### src/hdl/assert_macros.svh
// Assertion helpers for the scheduler RTL
`ifndef ASSERT_MACROS_SVH
`define ASSERT_MACROS_SVH
`ifndef NO_ASSERTIONS
`define ASSERT_CLK(lbl, clk, rst_n, prop, msg) \
  lbl: assert property (@(posedge clk) disable iff (!rst_n) prop) else $error(msg);
`define ASSERT_NR(lbl, clk, prop, msg) \
  lbl: assert property (@(posedge clk) prop) else $error(msg);
`else
`define ASSERT_CLK(lbl, clk, rst_n, prop, msg)
`define ASSERT_NR(lbl, clk, prop, msg)
`endif
`endif

### src/hdl/des_ram.sv
module des_ram #(
  parameter int unsigned Width = 8,
  parameter int unsigned Depth = 8
) (
  input  logic                                       clk_i,
  input  logic                                       we_i,
  input  logic [((Depth > 1) ? $clog2(Depth) : 1)-1:0] waddr_i,
  input  logic [Width-1:0]                           wdata_i,
  input  logic [((Depth > 1) ? $clog2(Depth) : 1)-1:0] raddr_i,
  output logic [Width-1:0]                           rdata_o
);
  logic [Width-1:0] mem_q [Depth];
  always_ff @(posedge clk_i) begin
    if (we_i) mem_q[waddr_i] <= wdata_i;
    rdata_o <= mem_q[raddr_i];
  end
endmodule

### config.mk
export PLATFORM = sky130hd
export DESIGN_NAME = des_ram
export DESIGN_NICKNAME = d
export VERILOG_FILES = /design/src/hdl/assert_macros.svh /design/src/hdl/des_ram.sv
export SDC_FILE = /design/constraint.sdc
export NUM_CORES = 1
export LEC_CHECK = 0
export BUFFER_PORTS_ARGS = -buffer_cell sky130_fd_sc_hd__buf_4
export CORE_MARGIN = 2
export CORE_UTILIZATION = 35
export CTS_BUF_LIST = sky130_fd_sc_hd__clkbuf_2 sky130_fd_sc_hd__clkbuf_4 sky130_fd_sc_hd__clkbuf_8
export CTS_CLUSTER_DIAMETER = 80
export DETAILED_ROUTE_END_ITERATION = 7
export PLACE_DENSITY = 0.62
export SETUP_SLACK_MARGIN = 0.15
export SYNTH_ARGS = -nofsm -noshare
export SYNTH_HDL_FRONTEND = slang
export SYNTH_SLANG_ARGS = --single-unit
### constraint.sdc
create_clock -name clk_i -period 2.15 [get_ports clk_i]
set_clock_uncertainty 0.1 [all_clocks]
set_input_delay 0.645 -clock clk_i [delete_from_list [all_inputs] [get_ports clk_i]]
set_output_delay 0.645 -clock clk_i [all_outputs]
set_load 0.01 [all_outputs]
==> reports/metrics.cfg <==
[worst_setup_path]
r2r_slack_ns=0.77
worstReg2RegStart=mem_q[1][5]
cp_top_family=multiplexers
cp.arrival_ns=1.79
crit_fanout=16
path_cells=buf_4 > mux4_1 > mux2_2
crit_path_start_kind=primary input
slowest_delay_ns=0.61
reg2regPathDepth=2
cp_data_required_time_ns=2.28
cp_num_buf_inv=1
end_kind=flip-flop
rr_endpoint=rdata_o[5]
cp_slowest_cell=mux4_1
critPathKind=in2reg

[grt]
grt_max_degree=17
grt_overflow=0
grt_usage_pct=11.7
grt_pass1_wl_um=6760
grt_pass1_vias=1237
antenna_found_initial=0

[worst_hold_path]
min_from=wdata_i[5]
worstHoldPathType=in2reg
min_to=mem_q[5][5]
min_path_cells=1

[layout]
final_nets=167
diodes=0
drive_above_1_share_pct=35.3
final_common_cell=edfxtp_1
multi_input_comb_area_um2=566
mostFrequentLayoutCells=edfxtp_1 (64), buf_4 (31), mux4_1 (15), clkbuf_8 (9)
area_growth_pct=19.6
final_cells=255
fin_area_um2=3220
num-fill-cells=624
fin_util_pct=43.9
regArea_um2=2080

[power]
p_switching_mw=0.560
power_density_nw_per_um2=898
peakVddDrop_mv=0.289
p_seq_share_pct=55.1
p_int_mw=2.33
p_comb_share_pct=5.9
p_leak_nw=1.12
switching_share_pct=19.4
clkPwrFrac_pct=39.1

[timing]
rsz0062_at_grt=no
tns_ns=0
worst_slew_pin_slew_ns=0.283
setup_viol_count_final=0
hold_slack_ns=0.432
slew_violations=0
fin_crit_sh_pct=77.4
slew_headroom_pct=81.2
hold_violations=0
fin_crit_ns=1.66
fmax_mhz=601

[yosys]
syn-cell-area_um2=2690
ys_seq_area_share_pct=77.4
syn-num-nets=130
ys_warn_count=0
syn_avg_cell_area_um2=23.6
synthCells=114
synth-seq-cells=72
ys_types=14

[floorplanning]
core_um2=7330
rows=31
die_h_um=91.7
die_w_um=91.7
io-pin-count=24
die_area_um2=8410
initial_core_util_pct=36.7

[clocking]
cts_buffer_depth=2
post_cts_resized=0
cts_made_buffers=9
post_cts_buffers=0
cts.clk_slew.worst_paths_ns=0.07
postCtsHoldBufs=0
cts_root_buffer=clkbuf_8
cts_tree=done
worstSkewPairLatency_ns=0.34
cts_sinks=72
htreeDepth=3

[routing]
viasPerCell=4.65
postRouteAntennaNets=0
wl_um=4530
drt-initial-drc-count=59
drc=0
vias=1187
wl_per_cell_um=17.8
first_pass_iters=4

[placed_design]
dpl-instance-area_um2=3000
dp_cells=239
hpwlAfterDp_um=2750
gp_congestion=0.655
portBuffers=23

[status]
status=complete, no violations

[run]
drv_cap=0

## state kept, by name, summed over array words and instances, names as in the netlist
signal,cells
rdata_o,8
mem_q,64
## power by group through the flow
stage / Combinational (mW) / Clock (mW) / Sequential, mW
floorplan: 0.0845 / 0 / 1.63
global placement: 0.167 / 0 / 1.62
detailed placement: 0.174 / 0 / 1.62
CTS: 0.174 / 1.16 / 1.59
global route: 0.184 / 1.23 / 1.59
finish: 0.170 / 1.13 / 1.59
## synth_stat cells
library cell	count	share of area, %
mux4_2	1	0.84
clkbuf_1	1	0.14
edfxtp_1	64	71
nand2b_1	3	0.70
nor3_1	2	0.37
mux4_1	15	15
buf_2	1	0.19
buf_12	1	0.74
dfxtp_1	8	6.0
nand2_1	2	0.28
buf_1	1	0.14
nor2_1	6	0.84
mux2_2	8	3.3
buf_6	1	0.42
## how the worst max path moves through the flow
stage / start / endpoint / slack (ns) / cells past startpoint
3_3_place_gp: raddr_i[0] / rdata_o[4] / 0.15 / 3
6_report: raddr_i[0] / rdata_o[5] / 0.49 / 3
3_5_place_dp: raddr_i[0] / rdata_o[5] / 0.11 / 3
2_1_floorplan: waddr_i[2] / mem_q[0][0] / 0.24 / 2
5_1_grt: raddr_i[0] / rdata_o[5] / 0.46 / 3
4_1_cts: raddr_i[0] / rdata_o[5] / 0.47 / 3
## metrics by stage
step | power, mW | worst slack [ns]
after global placement | 1.79 | 0.152
after floorplan | 1.71 | 0.244
final | 2.89 | 0.486
after detailed placement | 1.80 | 0.108
after global routing | 3.00 | 0.458
after CTS | 2.93 | 0.473
## kinds of logic (layout without fill, tap and decap cells)
| kind of cell | count (synthesis) | after routing | synth area share [%] |
|---|---|---|---|
| mux | 24 | 24 | 18.8 |
| buf+inv | 5 | 47 | 1.63 |
| flops | 72 | 72 | 77.4 |
| simple gates | 13 | 13 | 2.19 |
## routing by layer
layer	wire length, um	part of all wire [%]	track usage (%)
met1	2020	45	14.6
met2	2250	50	17.8
met3	151	3.3	3.29
met4	108	2.4	7.46
met5	0	0	0
## final cells by class
| class | instances | area share [%] |
|---|---|---|
| flip-flops and latches | 72 | 64.7 |
| multi-input cells | 37 | 17.6 |
| repair buffers | 31 | 7.23 |
| clock buffers | 10 | 4.08 |
| well taps | 99 | 3.85 |
| clock inverters | 6 | 2.60 |
## worst register-to-register path, delay by kind of cell, from the launching register on
family	cells	cell delay (ns)
flip-flops	1	0.38
multiplexers	2	0.79
No activity file was read; power rests on OpenSTA's default activity.
